## src/sv/cma_pkg.sv

```systemverilog
// ----------------------------------------------------------------------------
// cma_pkg
// Shared constants and types of the centered moving average filter.
// ----------------------------------------------------------------------------
package cma_pkg;

	localparam int MAX_WINDOW_DEF   = 64;
	localparam int SAMPLE_WIDTH_DEF = 16;

	localparam int CFG_W      = 7;
	localparam int APB_ADDR_W = 3;
	localparam int APB_DATA_W = 32;
	localparam int REG_IDX_W  = APB_ADDR_W - 2;

	localparam logic [REG_IDX_W-1:0] REG_WINDOW_LENGTH = REG_IDX_W'(0);
	localparam logic [CFG_W-1:0]     WINDOW_LENGTH_RST = CFG_W'(1);

	typedef struct packed {
		logic rd;
		logic wr;
		logic clr;
	} win_ctrl_t;

endpackage

```

## src/sv/cma_in_if.sv

```systemverilog
// ----------------------------------------------------------------------------
// cma_in_if
// Input channel: one signal sample and its last flag per word.
// ----------------------------------------------------------------------------
interface cma_in_if
	import cma_pkg::*;
#(
	parameter int SAMPLE_WIDTH = SAMPLE_WIDTH_DEF
);
	logic                           valid;
	logic                           ready;
	logic signed [SAMPLE_WIDTH-1:0] sample;
	logic                           last_in;

	modport source (output valid, output sample, output last_in, input ready);
	modport sink   (input valid, input sample, input last_in, output ready);
endinterface

```

## src/sv/cma_out_if.sv

```systemverilog
// ----------------------------------------------------------------------------
// cma_out_if
// Output channel: one averaged value and its last flag per word.
// ----------------------------------------------------------------------------
interface cma_out_if
	import cma_pkg::*;
#(
	parameter int SAMPLE_WIDTH = SAMPLE_WIDTH_DEF
);
	logic                           valid;
	logic                           ready;
	logic signed [SAMPLE_WIDTH-1:0] average;
	logic                           last_out;

	modport source (output valid, output average, output last_out, input ready);
	modport sink   (input valid, input average, input last_out, output ready);
endinterface

```

## src/sv/cma_apb_regs.sv

```systemverilog
// ----------------------------------------------------------------------------
// cma_apb_regs
// APB register file holding the window length.
// ----------------------------------------------------------------------------
module cma_apb_regs
	import cma_pkg::*;
(
	input  logic                  clk,
	input  logic                  arst_n,
	input  logic                  psel,
	input  logic                  penable,
	input  logic                  pwrite,
	input  logic [APB_ADDR_W-1:0] paddr,
	input  logic [APB_DATA_W-1:0] pwdata,
	output logic [APB_DATA_W-1:0] prdata,
	output logic                  pready,
	output logic [CFG_W-1:0]      window_length
);
	logic [CFG_W-1:0] window_length_q;
	logic             wr_en;
	logic             sel_wl;

	assign pready        = 1'b1;
	assign sel_wl        = (paddr[APB_ADDR_W-1:2] == REG_WINDOW_LENGTH);
	assign wr_en         = psel & penable & pwrite & pready;
	assign window_length = window_length_q;

	always_ff @(posedge clk or negedge arst_n) begin
		if (!arst_n) begin
			window_length_q <= WINDOW_LENGTH_RST;
		end else if (wr_en && sel_wl) begin
			window_length_q <= pwdata[CFG_W-1:0];
		end
	end

	always_comb begin
		prdata = '0;
		if (sel_wl) begin
			prdata[CFG_W-1:0] = window_length_q;
		end
	end
endmodule

```

## src/sv/cma_window.sv

```systemverilog
// ----------------------------------------------------------------------------
// cma_window
// Circular sample store with per-entry valid bits; invalid entries read zero.
// ----------------------------------------------------------------------------
module cma_window
	import cma_pkg::*;
#(
	parameter int MAX_WINDOW   = MAX_WINDOW_DEF,
	parameter int SAMPLE_WIDTH = SAMPLE_WIDTH_DEF,
	parameter int PTR_W        = (MAX_WINDOW > 1) ? $clog2(MAX_WINDOW) : 1
)(
	input  logic                           clk,
	input  logic                           arst_n,
	input  win_ctrl_t                      ctrl,
	input  logic [PTR_W-1:0]               rd_idx,
	input  logic [PTR_W-1:0]               wr_idx,
	input  logic signed [SAMPLE_WIDTH-1:0] wr_data,
	output logic signed [SAMPLE_WIDTH-1:0] rd_data
);
	logic signed [SAMPLE_WIDTH-1:0] mem [MAX_WINDOW];
	logic [MAX_WINDOW-1:0]          valid_q;
	logic signed [SAMPLE_WIDTH-1:0] rd_data_q;
	logic                           rd_valid_q;

	always_ff @(posedge clk) begin
		if (ctrl.wr) begin
			mem[wr_idx] <= wr_data;
		end
		if (ctrl.rd) begin
			rd_data_q <= mem[rd_idx];
		end
	end

	always_ff @(posedge clk or negedge arst_n) begin
		if (!arst_n) begin
			valid_q    <= '0;
			rd_valid_q <= 1'b0;
		end else begin
			if (ctrl.rd) begin
				rd_valid_q <= valid_q[rd_idx];
			end
			if (ctrl.clr) begin
				valid_q <= '0;
			end else if (ctrl.wr) begin
				valid_q[wr_idx] <= 1'b1;
			end
		end
	end

	assign rd_data = rd_valid_q ? rd_data_q : '0;
endmodule

```

## src/sv/cma_divider.sv

```systemverilog
// ----------------------------------------------------------------------------
// cma_divider
// Restoring serial divider, one quotient bit per cycle, truncating toward zero.
// ----------------------------------------------------------------------------
module cma_divider
	import cma_pkg::*;
#(
	parameter int SUM_W = 23,
	parameter int K_W   = 7
)(
	input  logic                    clk,
	input  logic                    arst_n,
	input  logic                    start,
	input  logic signed [SUM_W-1:0] dividend,
	input  logic [K_W-1:0]          divisor,
	output logic                    done,
	output logic signed [SUM_W-1:0] quotient
);
	localparam int CNT_W = $clog2(SUM_W + 1);

	logic [SUM_W-1:0] dvd_q;
	logic [K_W-1:0]   rem_q;
	logic [K_W-1:0]   dsr_q;
	logic             neg_q;
	logic             busy_q;
	logic             done_q;
	logic [CNT_W-1:0] cnt_q;
	logic [K_W:0]     trial;
	logic             fits;

	assign trial = {rem_q, dvd_q[SUM_W-1]};
	assign fits  = (trial >= {1'b0, dsr_q});

	always_ff @(posedge clk) begin
		if (start) begin
			dvd_q <= dividend[SUM_W-1] ? (~dividend + SUM_W'(1)) : dividend;
			rem_q <= '0;
			dsr_q <= divisor;
			neg_q <= dividend[SUM_W-1];
		end else if (busy_q) begin
			if (fits) begin
				rem_q <= K_W'(trial - {1'b0, dsr_q});
				dvd_q <= {dvd_q[SUM_W-2:0], 1'b1};
			end else begin
				rem_q <= trial[K_W-1:0];
				dvd_q <= {dvd_q[SUM_W-2:0], 1'b0};
			end
		end
	end

	always_ff @(posedge clk or negedge arst_n) begin
		if (!arst_n) begin
			busy_q <= 1'b0;
			done_q <= 1'b0;
			cnt_q  <= '0;
		end else begin
			done_q <= 1'b0;
			if (start) begin
				busy_q <= 1'b1;
				cnt_q  <= CNT_W'(SUM_W);
			end else if (busy_q) begin
				cnt_q <= cnt_q - CNT_W'(1);
				if (cnt_q == CNT_W'(1)) begin
					busy_q <= 1'b0;
					done_q <= 1'b1;
				end
			end
		end
	end

	assign done     = done_q;
	assign quotient = neg_q ? -$signed(dvd_q) : $signed(dvd_q);
endmodule

```

## src/sv/centered_moving_average.sv

```systemverilog
// ----------------------------------------------------------------------------
// centered_moving_average
// Centered boxcar average of K samples with flush on the last sample.
// ----------------------------------------------------------------------------
//  channel   dir   payload                      handshake
//  in_ch     in    sample, last_in              valid/ready
//  out_ch    out   average, last_out            valid/ready
//  apb       in    window_length (offset 0x0)   psel/penable, pready high
//
// A sample that yields no output passes through the read, update and next
// states. One that yields an output also waits in the divide state for the
// serial divider and then in the output state. A last sample adds one pass
// per flush step, each from the read state on. Reset clears the valid bits
// of the store at once, so no clearing pass is needed. A stalled output
// word holds the sequencer until it is taken.
// ----------------------------------------------------------------------------
module centered_moving_average
	import cma_pkg::*;
#(
	parameter int MAX_WINDOW   = MAX_WINDOW_DEF,
	parameter int SAMPLE_WIDTH = SAMPLE_WIDTH_DEF
)(
	input  logic                  clk,
	input  logic                  arst_n,
	input  logic                  psel,
	input  logic                  penable,
	input  logic                  pwrite,
	input  logic [APB_ADDR_W-1:0] paddr,
	input  logic [APB_DATA_W-1:0] pwdata,
	output logic [APB_DATA_W-1:0] prdata,
	output logic                  pready,
	cma_in_if.sink                in_ch,
	cma_out_if.source             out_ch
);
	localparam int PTR_W = (MAX_WINDOW > 1) ? $clog2(MAX_WINDOW) : 1;
	localparam int K_W   = $clog2(MAX_WINDOW + 1);
	localparam int SUM_W = SAMPLE_WIDTH + $clog2(MAX_WINDOW) + 1;

	typedef enum logic [5:0] {
		S_IDLE = 6'b000001,
		S_READ = 6'b000010,
		S_UPD  = 6'b000100,
		S_DIV  = 6'b001000,
		S_OUT  = 6'b010000,
		S_NEXT = 6'b100000
	} state_t;

	state_t                         state_q;
	logic [CFG_W-1:0]               window_length;
	logic [K_W-1:0]                 k_q;
	logic [K_W-1:0]                 k_new;
	logic [K_W-1:0]                 ahead;
	logic [K_W-1:0]                 seen_q;
	logic [K_W-1:0]                 t_q;
	logic [PTR_W-1:0]               wp_q;
	logic [PTR_W-1:0]               wp_next;
	logic [PTR_W-1:0]               rd_idx;
	logic [K_W:0]                   wp_ext;
	logic [K_W:0]                   rd_sum;
	logic signed [SAMPLE_WIDTH-1:0] x_q;
	logic                           last_q;
	logic signed [SUM_W-1:0]        sum_q;
	logic signed [SUM_W-1:0]        sum_nxt;
	logic signed [SAMPLE_WIDTH-1:0] old_sample;
	logic                           emit;
	logic                           final_out;
	logic signed [SAMPLE_WIDTH-1:0] avg_q;
	logic                           last_out_q;
	win_ctrl_t                      win_ctrl;
	logic                           div_start;
	logic                           div_done;
	logic signed [SUM_W-1:0]        quotient;

	cma_apb_regs u_regs (
		.clk           (clk),
		.arst_n        (arst_n),
		.psel          (psel),
		.penable       (penable),
		.pwrite        (pwrite),
		.paddr         (paddr),
		.pwdata        (pwdata),
		.prdata        (prdata),
		.pready        (pready),
		.window_length (window_length)
	);

	cma_window #(
		.MAX_WINDOW   (MAX_WINDOW),
		.SAMPLE_WIDTH (SAMPLE_WIDTH),
		.PTR_W        (PTR_W)
	) u_window (
		.clk     (clk),
		.arst_n  (arst_n),
		.ctrl    (win_ctrl),
		.rd_idx  (rd_idx),
		.wr_idx  (wp_q),
		.wr_data (x_q),
		.rd_data (old_sample)
	);

	cma_divider #(
		.SUM_W (SUM_W),
		.K_W   (K_W)
	) u_div (
		.clk      (clk),
		.arst_n   (arst_n),
		.start    (div_start),
		.dividend (sum_nxt),
		.divisor  (k_q),
		.done     (div_done),
		.quotient (quotient)
	);

	always_comb begin
		priority if (window_length == '0) begin
			k_new = K_W'(1);
		end else if ({1'b0, window_length} > (CFG_W + 1)'(MAX_WINDOW)) begin
			k_new = K_W'(MAX_WINDOW);
		end else begin
			k_new = K_W'(window_length);
		end
	end

	assign ahead     = k_q - K_W'(1) - (k_q >> 1);
	assign wp_ext    = (K_W + 1)'(wp_q);
	assign rd_sum    = (wp_ext >= {1'b0, k_q}) ? (wp_ext - {1'b0, k_q})
	                 : (wp_ext + (K_W + 1)'(MAX_WINDOW) - {1'b0, k_q});
	assign rd_idx    = rd_sum[PTR_W-1:0];
	assign wp_next   = (wp_q == PTR_W'(MAX_WINDOW - 1)) ? '0 : wp_q + PTR_W'(1);
	assign sum_nxt   = sum_q - SUM_W'(old_sample) + SUM_W'(x_q);
	assign emit      = (({1'b0, seen_q} + {1'b0, t_q}) >= {1'b0, ahead});
	assign final_out = last_q && (t_q == ahead);

	assign win_ctrl.rd  = (state_q == S_READ);
	assign win_ctrl.wr  = (state_q == S_UPD);
	assign win_ctrl.clr = (state_q == S_NEXT) && final_out;
	assign div_start    = (state_q == S_UPD) && emit;

	assign in_ch.ready     = (state_q == S_IDLE);
	assign out_ch.valid    = (state_q == S_OUT);
	assign out_ch.average  = avg_q;
	assign out_ch.last_out = last_out_q;

	always_ff @(posedge clk) begin
		if (in_ch.valid && in_ch.ready) begin
			x_q    <= in_ch.sample;
			last_q <= in_ch.last_in;
		end else if ((state_q == S_NEXT) && last_q && !final_out) begin
			x_q <= '0;
		end
		if ((state_q == S_DIV) && div_done) begin
			avg_q      <= quotient[SAMPLE_WIDTH-1:0];
			last_out_q <= final_out;
		end
	end

	always_ff @(posedge clk or negedge arst_n) begin
		if (!arst_n) begin
			state_q <= S_IDLE;
			k_q     <= K_W'(1);
			seen_q  <= '0;
			t_q     <= '0;
			wp_q    <= '0;
			sum_q   <= '0;
		end else begin
			unique case (state_q)
				S_IDLE: begin
					if (in_ch.valid) begin
						if (seen_q == '0) begin
							k_q <= k_new;
						end
						t_q     <= '0;
						state_q <= S_READ;
					end
				end
				S_READ: begin
					state_q <= S_UPD;
				end
				S_UPD: begin
					sum_q   <= sum_nxt;
					wp_q    <= wp_next;
					state_q <= emit ? S_DIV : S_NEXT;
				end
				S_DIV: begin
					if (div_done) begin
						state_q <= S_OUT;
					end
				end
				S_OUT: begin
					if (out_ch.ready) begin
						state_q <= S_NEXT;
					end
				end
				S_NEXT: begin
					priority if (final_out) begin
						sum_q   <= '0;
						seen_q  <= '0;
						wp_q    <= '0;
						state_q <= S_IDLE;
					end else if (last_q) begin
						t_q     <= t_q + K_W'(1);
						state_q <= S_READ;
					end else begin
						if (seen_q != '1) begin
							seen_q <= seen_q + K_W'(1);
						end
						state_q <= S_IDLE;
					end
				end
				default: begin
					state_q <= S_IDLE;
				end
			endcase
		end
	end
endmodule
```

## src/flat_wrapper.sv

```systemverilog
// flat-port wrapper written by rule: the top's interface ports become plain ports
module centered_moving_average_flat import cma_pkg::*;
#(
	parameter int MAX_WINDOW   = MAX_WINDOW_DEF,
	parameter int SAMPLE_WIDTH = SAMPLE_WIDTH_DEF
)
  (clk, arst_n, psel, penable, pwrite, paddr, pwdata, prdata, pready, in_ch_valid, in_ch_sample, in_ch_last_in, in_ch_ready, out_ch_valid, out_ch_average, out_ch_last_out, out_ch_ready);
  cma_in_if #(.SAMPLE_WIDTH(SAMPLE_WIDTH)) in_ch_i ();
  cma_out_if #(.SAMPLE_WIDTH(SAMPLE_WIDTH)) out_ch_i ();
  input  logic clk;
  input  logic arst_n;
  input  logic psel;
  input  logic penable;
  input  logic pwrite;
  input  logic [APB_ADDR_W-1:0] paddr;
  input  logic [APB_DATA_W-1:0] pwdata;
  output logic [APB_DATA_W-1:0] prdata;
  output logic pready;
  input wire logic [$bits(in_ch_i.valid)-1:0] in_ch_valid;
  input wire logic [$bits(in_ch_i.sample)-1:0] in_ch_sample;
  input wire logic [$bits(in_ch_i.last_in)-1:0] in_ch_last_in;
  output wire logic [$bits(in_ch_i.ready)-1:0] in_ch_ready;
  output wire logic [$bits(out_ch_i.valid)-1:0] out_ch_valid;
  output wire logic [$bits(out_ch_i.average)-1:0] out_ch_average;
  output wire logic [$bits(out_ch_i.last_out)-1:0] out_ch_last_out;
  input wire logic [$bits(out_ch_i.ready)-1:0] out_ch_ready;
  assign in_ch_i.valid = in_ch_valid;
  assign in_ch_i.sample = in_ch_sample;
  assign in_ch_i.last_in = in_ch_last_in;
  assign in_ch_ready = in_ch_i.ready;
  assign out_ch_valid = out_ch_i.valid;
  assign out_ch_average = out_ch_i.average;
  assign out_ch_last_out = out_ch_i.last_out;
  assign out_ch_i.ready = out_ch_ready;
  centered_moving_average #(.MAX_WINDOW(MAX_WINDOW), .SAMPLE_WIDTH(SAMPLE_WIDTH)) u_core (.clk(clk), .arst_n(arst_n), .psel(psel), .penable(penable), .pwrite(pwrite), .paddr(paddr), .pwdata(pwdata), .prdata(prdata), .pready(pready), .in_ch(in_ch_i), .out_ch(out_ch_i));
endmodule
```

## config.mk

```make
export PLATFORM = sky130hd
export DESIGN_NAME = centered_moving_average_flat
export DESIGN_NICKNAME = d
export VERILOG_FILES = /design/src/sv/cma_pkg.sv /design/src/sv/cma_in_if.sv /design/src/sv/cma_out_if.sv /design/src/sv/cma_apb_regs.sv /design/src/sv/cma_window.sv /design/src/sv/cma_divider.sv /design/src/sv/centered_moving_average.sv /design/src/flat_wrapper.sv
export SDC_FILE = /design/constraint.sdc
export NUM_CORES = 1
export LEC_CHECK = 0
export BUFFER_PORTS_ARGS = -buffer_cell sky130_fd_sc_hd__buf_2
export CORE_ASPECT_RATIO = 1.5
export CORE_MARGIN = 2
export CORE_UTILIZATION = 43
export DETAILED_ROUTE_END_ITERATION = 8
export PLACE_DENSITY = 0.6
export SETUP_SLACK_MARGIN = 0.5
export SYNTH_ARGS = -nofsm -noshare
export SYNTH_HDL_FRONTEND = slang
export SYNTH_SLANG_ARGS = --single-unit
```

## constraint.sdc

```tcl
create_clock -name clk -period 4.6 [get_ports clk]
set_clock_uncertainty 0.05 [all_clocks]
set_input_delay 0.92 -clock clk [delete_from_list [all_inputs] [get_ports clk]]
set_output_delay 0.92 -clock clk [all_outputs]
set_load 0.03 [all_outputs]
```

==> summary.md, run 1 <==
| Metric | Value |
|---|---|
| Synth Register Bits | `1247` |
| Clock net sink count | `1247` |
| Max Cap Viol | `0` |
| I/O pins | `111` |
| Mean post-synth cell area | `18.0 sq um` |
| Vias per cell | `5.60` |
| Max FO, Critical Path | `27` |
| DRC | `0` |
| CTS Hold Bufs | `0` |
| Dominant synthesized flop cell | `edfxtp_1` |
| WL final | `125 mm` |
| Crit-path max cell delay | `0.91 ns` |
| Startpoint types | `flip-flop` |
| Final Critical Period | `4.11 ns` |
| Synth warnings | `0` |
| Die height | `432 um` |
| GRT Total Usage | `20.1%` |
| Status | `finished clean` |
| Worst endpoint data arrival time | `4.47 ns` |
| RSZ-0062 raised after global routing | `true` |
| DIE AREA | `125000 sq um` |
| Core ar. | `121000 sq um` |
| Post-DRT Antenna Nets | `0` |
| Post-synth ARST share | `10.8%` |
| Vias in the first global route | `28000` |
| Pre-antenna DRT Iters | `7` |
| Final Max Tran Viols | `0` |
| Max_slew headroom | `37.2%` |
| Total via count in the routed design | `27000` |
| Netlist cell types | `77` |
| IO buf count | `57` |
| H-tree Lvls | `3` |
| Total grt overflow | `0` |
| Slowest cell on crit path | `fa_4` |
| EDFF count, synth | `1105` |
| CP Data Required Time | `4.96 ns` |
| 1st-iter DRT viols | `2274` |
| Initial Util | `43.4%` |
| Reg clk slew, reported paths | `0.07 ns` |
| Fin nets | `3294` |
| Antenna violations before repair | `0` |
| Hpwl dp | `78.5 mm` |
| Worst-Margin Slew | `0.942 ns` |
| Hold Violations, Final | `0` |
| Tcrit/Tclk final | `89.3%` |
| Clk root buf | `clkbuf_16` |
| Standard-cell rows | `156` |
| Hold WS | `0.181 ns` |
| Share of cells above drive strength 1 | `26.6%` |
| Placed cell area | `55500 sq um` |
| P&R area growth vs syn | `14.3%` |
| Crit Path Category | `flip-flop to flip-flop` |
| Design area | `60000 sq um` |
| Per-cell routed wire length | `26.0 um` |
| Die span in x | `289 um` |
| Worst Setup End Kind | `flip-flop` |
| Max Freq | `0.243 GHz` |
| Num CTS Buffers | `109` |
| Final setup vio count | `0` |
| Register area share after synthesis | `70.0%` |
| CTS tree | `built` |
| Gp weighted congestion | `0.842` |
| Syn Inst Count | `2916` |
| First-pass GRT wire length | `183 mm` |
| CTS max path bufs | `3` |
| Worst Reg-to-Reg Cells | `11` |
| Hold WC Path Type | `input port to async pin` |
| Clock Latency Late Sink | `0.73 ns` |
| Largest net degree at the start of global routing | `85` |
| Synthesized area | `52400 sq um` |
| Critical Path, Cell by Cell | `ha_4 > inv_1 > fa_4 > buf_4 > clkbuf_16 > mux4_2 > mux4_2 > nor2b_1 > a211oi_1 > buf_4 > a21oi_1` |
| Antenna Cells | `0` |
## cell usage in the layout (no fill, tap or decap), types with 42 or more instances in the layout
| cell type | instances |
|---|---|
| edfxtp_1 | 1105 |
| mux4_2 | 340 |
| nor2_1 | 250 |
| buf_4 | 167 |
| dfrtp_1 | 130 |
| inv_1 | 126 |
| clkbuf_16 | 117 |
| nand2_1 | 80 |
| o21ai_0 | 70 |
| a21oi_1 | 57 |
| buf_2 | 56 |
| xnor2_1 | 54 |
| ha_1 | 52 |
| nand3_1 | 42 |
## cell usage after synthesis, drive strengths merged (8+ instances only)
cell	number	area share (%)
and2	25	0.30
inv	132	0.95
xor2	29	0.48
nor3	17	0.16
mux2	12	0.26
nand3b	10	0.14
nor4	9	0.12
nand2	80	0.57
nand3	42	0.40
edfxtp	1105	63
mux2i	23	0.44
mux4	340	15
xnor2	63	1.1
a21oi	63	0.61
o21ai	85	0.81
o21a	8	0.11
a211oi	29	0.42
or3	10	0.12
buf	72	0.77
o31ai	13	0.20
nand2b	12	0.14
clkbuf	83	0.59
ha	63	1.5
and3	28	0.33
dfrtp	132	6.3
nor2	258	1.8
nor2b	33	0.39
fa	26	0.99
a21o	20	0.29
nand4	14	0.18
## state kept, by name, indices dropped and copies added (netlist names)
| name | cells |
|---|---|
| u_core.u_window.rd_data_q | 16 |
| u_core.wp_q | 6 |
| u_core.u_div.busy_q | 1 |
| u_core.u_div.cnt_q | 5 |
| u_core.last_q | 1 |
| u_core.u_regs.window_length | 7 |
| u_core.sum_q | 23 |
| u_core.u_div.rem_q | 7 |
| u_core.t_q | 7 |
| u_core.seen_q | 7 |
| u_core.u_div.dsr_q | 7 |
| u_core.u_window.rd_valid_q | 1 |
| u_core.u_div.done | 1 |
| u_core.state_q | 6 |
| u_core.k_q | 7 |
| u_core.u_window.mem | 1024 |
| u_core.out_ch.average | 16 |
| u_core.x_q | 16 |
| u_core.u_div.dvd_q | 23 |
| u_core.u_window.valid_q | 64 |
| u_core.out_ch.last_out | 1 |
| u_core.u_div.neg_q | 1 |
## metrics by stage
step,setup slack [ns],setup TNS [ns],cells,utilization [%]
after floorplan,-0.319,-3.16,2940,-
after global placement,0.252,0,4577,46.0
after detailed placement,0.230,0,4577,46.0
after CTS,0.502,0,4802,49.2
after global routing,0.393,0,4819,49.6
final,0.491,0,4819,49.6
## cell families (layout without fill, tap and decap cells)
kind of cell | Yosys count | after routing | share of synthesized area [%]
and+or+nand+nor | 555 | 555 | 4.97
muxes | 375 | 375 | 15.3
DFF | 1247 | 1247 | 70.0
adders and majority gates | 89 | 89 | 2.50
xor gates and xnor gates | 93 | 93 | 1.62
AOI/OAI and AO/OA | 268 | 268 | 3.31
buffers and inverters | 287 | 586 | 2.31
other | 2 | 26 | 0.0143
## cell type report
cell class,count,area (sq um)
clock buffer,137,3030
clock inverter,67,633
multi-input combinational,1406,15000
timing repair buffer,250,2070
inverter,132,508
sequential,1247,36700
fill,9809,60900
tap,1580,1980
## worst max-delay path: cells and delay by family, from the launching register on
kind	cells	cell delay, ns
AOI/OAI and AO/OA	2	0.34
DFF	1	0.62
buffers and inverters	4	0.78
and+or+nand+nor	1	0.14
muxes	2	0.81
adders and majority gates	2	1.05
## per-layer routing
| layer | track usage, % | up-vias | wire (um) |
|---|---|---|---|
| li1 | - | 11800 | - |
| met1 | 23.2 | 14200 | 45600 |
| met2 | 36.8 | 718 | 67800 |
| met3 | 2.44 | 223 | 5350 |
| met4 | 9.55 | 0 | 6480 |
| met5 | 0 | - | 0 |
## final timing paths
path	slack (ns)	end	startpoint
setup / recovery	0.49	u_core.u_window.rd_data_q[3]	u_core.k_q[0]
hold / removal	0.18	u_core.sum_q[16]	arst_n
setup reg to reg	0.49	u_core.u_window.rd_data_q[3]	u_core.k_q[0]
hold reg to reg	0.45	u_core.u_window.valid_q[33]	u_core.u_window.valid_q[33]
max in group asynchronous	3.28	u_core.u_window.valid_q[44]	arst_n
min in group clk	0.33	u_core.last_q	in_ch_last_in
## what timing repair did
item	in CTS	in global routing
pin swaps	8	20
buffers inserted	20	14
gates resized for setup	22	58
endpoints found under the hold margin	0	0
endpoints found under the setup margin	47	34
cloned	1	3
Power of run 1 is left out: the tool's default activity adds up to more than one toggle a clock period on the data nets, which glitch-free logic cannot reach.
==> run 2, diff against run 1 <==
Settings changed: CORE_MARGIN 2 to 1.
==> summary.md, run 2 (synthesized netlist as in run 1, its figures left out) <==
| Metric | Value |
|---|---|
| 1st-iter DRT viols | `2475 (+8.8%)` |
| Hpwl dp | `80.5 mm (+2.5%)` |
| Per-cell routed wire length | `27.0 um (+3.7%)` |
| Hold Violations, Final | `0 (unchanged)` |
| Reg clk slew, reported paths | `0.07 ns (about the same)` |
| Initial Util | `43.4% (unchanged)` |
| Pwr/cell area | `816 nW/um^2` |
| Largest net degree at the start of global routing | `75 (-12%)` |
| First-pass GRT wire length | `188 mm (+3.0%)` |
| Number of flip-flops in the largest register | `1024 (unchanged)` |
| Hold WS | `0.109 ns (-0.0715 ns)` |
| Finished Core Util | `49.3% (-0.37 points)` |
| Fin nets | `3282 (-0.36%)` |
| Status | `finished clean` |
| Top Registers | `u_core.u_window.mem (1024), u_core.u_window.valid_q (64)` |
| Startpoint types | `flip-flop` |
| Max_slew headroom | `36.3% (-0.86 points)` |
| GRT Total Usage | `21.2% (+1.1 points)` |
| Antenna violations before repair | `1 (+1)` |
| Die span in x | `287 um (-0.69%)` |
| Crit-path max cell delay | `0.88 ns (-0.03 ns)` |
| Gp weighted congestion | `0.821 (-2.4%)` |
| Max FO, Critical Path | `31 (+15%)` |
| Core ar. | `121000 sq um (unchanged)` |
| Clk root buf | `clkbuf_16` |
| I/O pins | `111 (unchanged)` |
| Pre-CTS WS | `0.193 ns (-0.0368 ns)` |
| Final Critical Period | `4.15 ns (+0.0422 ns)` |
| Die height | `430 um (-0.46%)` |
| Crit Path Category | `flip-flop to flip-flop` |
| CTS max path bufs | `3 (unchanged)` |
| Commonest cells after routing, fill and taps aside | `1105 x edfxtp_1, 340 x mux4_2, 247 x nor2_1` |
| Post-DRT Antenna Nets | `0 (unchanged)` |
| Final WS setup | `0.449 ns (-0.0422 ns)` |
| Tcrit/Tclk final | `90.2% (+0.92 points)` |
| Clock net sink count | `1247 (unchanged)` |
| Most common cell after layout, fill and taps aside | `edfxtp_1` |
| IO buf count | `57 (unchanged)` |
| Biggest register | `u_core.u_window.mem` |
| Worst-Margin Slew | `0.954 ns (+0.0114 ns)` |
| Standard-cell rows | `156 (unchanged)` |
| CP Data Required Time | `5.15 ns (+0.19 ns)` |
| Share of cells above drive strength 1 | `25.8% (-0.78 points)` |
| Vias per cell | `5.64 (+0.81%)` |
| WL final | `130 mm (+3.5%)` |
| Worst Setup End Kind | `flip-flop` |
| Final setup vio count | `0 (unchanged)` |
| Final Max Tran Viols | `0 (unchanged)` |
| Vias in the first global route | `28600 (+2.3%)` |
| Total via count in the routed design | `27100 (+0.65%)` |
| Delay-heaviest family, CP | `multiplexers` |
| RSZ-0062 raised after global routing | `true` |
| Tot Pwr | `48.5 mW` |
| DIE AREA | `123000 sq um (-1.2%)` |
| Worst path buffer plus inverter count | `3 (-1)` |
| Peak supply drop | `793 uV` |
| Critical path's most frequent cell | `mux4_2` |
| Leakage Power | `20.6 nW` |
| Clock Latency Late Sink | `0.72 ns (about the same)` |
| H-tree Lvls | `3 (unchanged)` |
| Critical Path, Cell by Cell | `ha_4 > inv_1 > fa_4 > buf_16 > buf_4 > mux4_2 > mux4_2 > mux2i_1 > a21oi_1 > mux2_2` |
| P&R area growth vs syn | `13.5%` |
| Max Cap Viol | `0 (unchanged)` |
| Slowest cell on crit path | `fa_4` |
| Fillers | `9773 (-0.37%)` |
| Hold WC Path Type | `input port to async pin` |
| Worst endpoint data arrival time | `4.70 ns (+0.23 ns)` |
| Total grt overflow | `0 (unchanged)` |
| DRC | `0 (unchanged)` |
| Num CTS Buffers | `109 (unchanged)` |
| Setup slack, reg-to-reg | `0.45 ns (-0.04 ns)` |
| CTS tree | `built` |
| Pre-antenna DRT Iters | `7 (unchanged)` |
| CTS Hold Bufs | `0 (unchanged)` |
| Max Freq | `0.241 GHz (-1.0%)` |
==> run 2: changes by cell type in the layout (fill, tap and decap cells not counted), sizes merged <==
cell,before,now
buf,246,237
bufbuf,1,0
bufinv,11,7
clkbuf,140,142
clkinv,48,49
clkinvlp,6,7
diode,0,2
==> run 2: metrics by stage <==
stage,instances,TNS [ns],cell area (sq um)
finish,4811,0,59500
global route,4810,0,59500
CTS,4801,0,59200
detailed placement,4588,0,55600
global placement,4588,0,55600
floorplan,2940,-3.16,52500
==> run 2: worst paths after layout <==
path	cells after the start	endpoint	from
min in group clk	1	u_core.last_q	in_ch_last_in
min reg2reg	2	u_core.u_window.valid_q[30]	u_core.u_window.valid_q[30]
max reg2reg	10	u_core.u_window.rd_valid_q	u_core.k_q[0]
max	10	u_core.u_window.rd_valid_q	u_core.k_q[0]
max in group asynchronous	2	u_core.wp_q[0]	arst_n
min	1	u_core.sum_q[21]	arst_n
==> run 2: power by group <==
group / internal (mW) / leakage (nW) / switching (mW) / total [mW]
combinational: 11.6 / 7.06 / 14.2 / 25.7
clock: 4.89 / 1.69 / 4.07 / 8.96
sequential: 13.5 / 11.9 / 0.319 / 13.9
==> run 2: final cells by class <==
type	count	area (sq um)	area share [%]
diodes	2	5.00	0.00841
clock buffers	141	2920	4.91
clock inverters	65	532	0.893
inverters	132	508	0.853
multi-input cells	1406	15000	25.2
flip-flops and latches	1247	36700	61.7
well taps	1580	1980	3.32
repair buffers	238	1910	3.20
==> run 2: layer usage <==
layer	vias to the layer above	routed length [um]	part of all wire [%]	global-route usage [%]
met5	-	0	0	0
met4	0	6350	4.9	10.1
met3	221	5550	4.3	2.73
met2	825	72600	56	40.0
met1	14300	45200	35	23.2
li1	11800	-	-	-
==> run 2: worst register-to-register path: stages, from the launching register on <==
cell and delay (ns):
dfstp_2 0.61, ha_4 0.14, inv_1 0.06, fa_4 0.88, buf_16 0.22, buf_4 0.48, mux4_2 0.39, mux4_2 0.58
mux2i_1 0.16, a21oi_1 0.14, mux2_2 0.31
==> run 2: what timing repair did <==
action,in CTS,in global routing
cloned,0,2
gates resized for setup,19,42
setup endpoints to repair,60,147
pin swaps,9,19
setup buffers,7,6
Power figures use the tool's default switching activity.
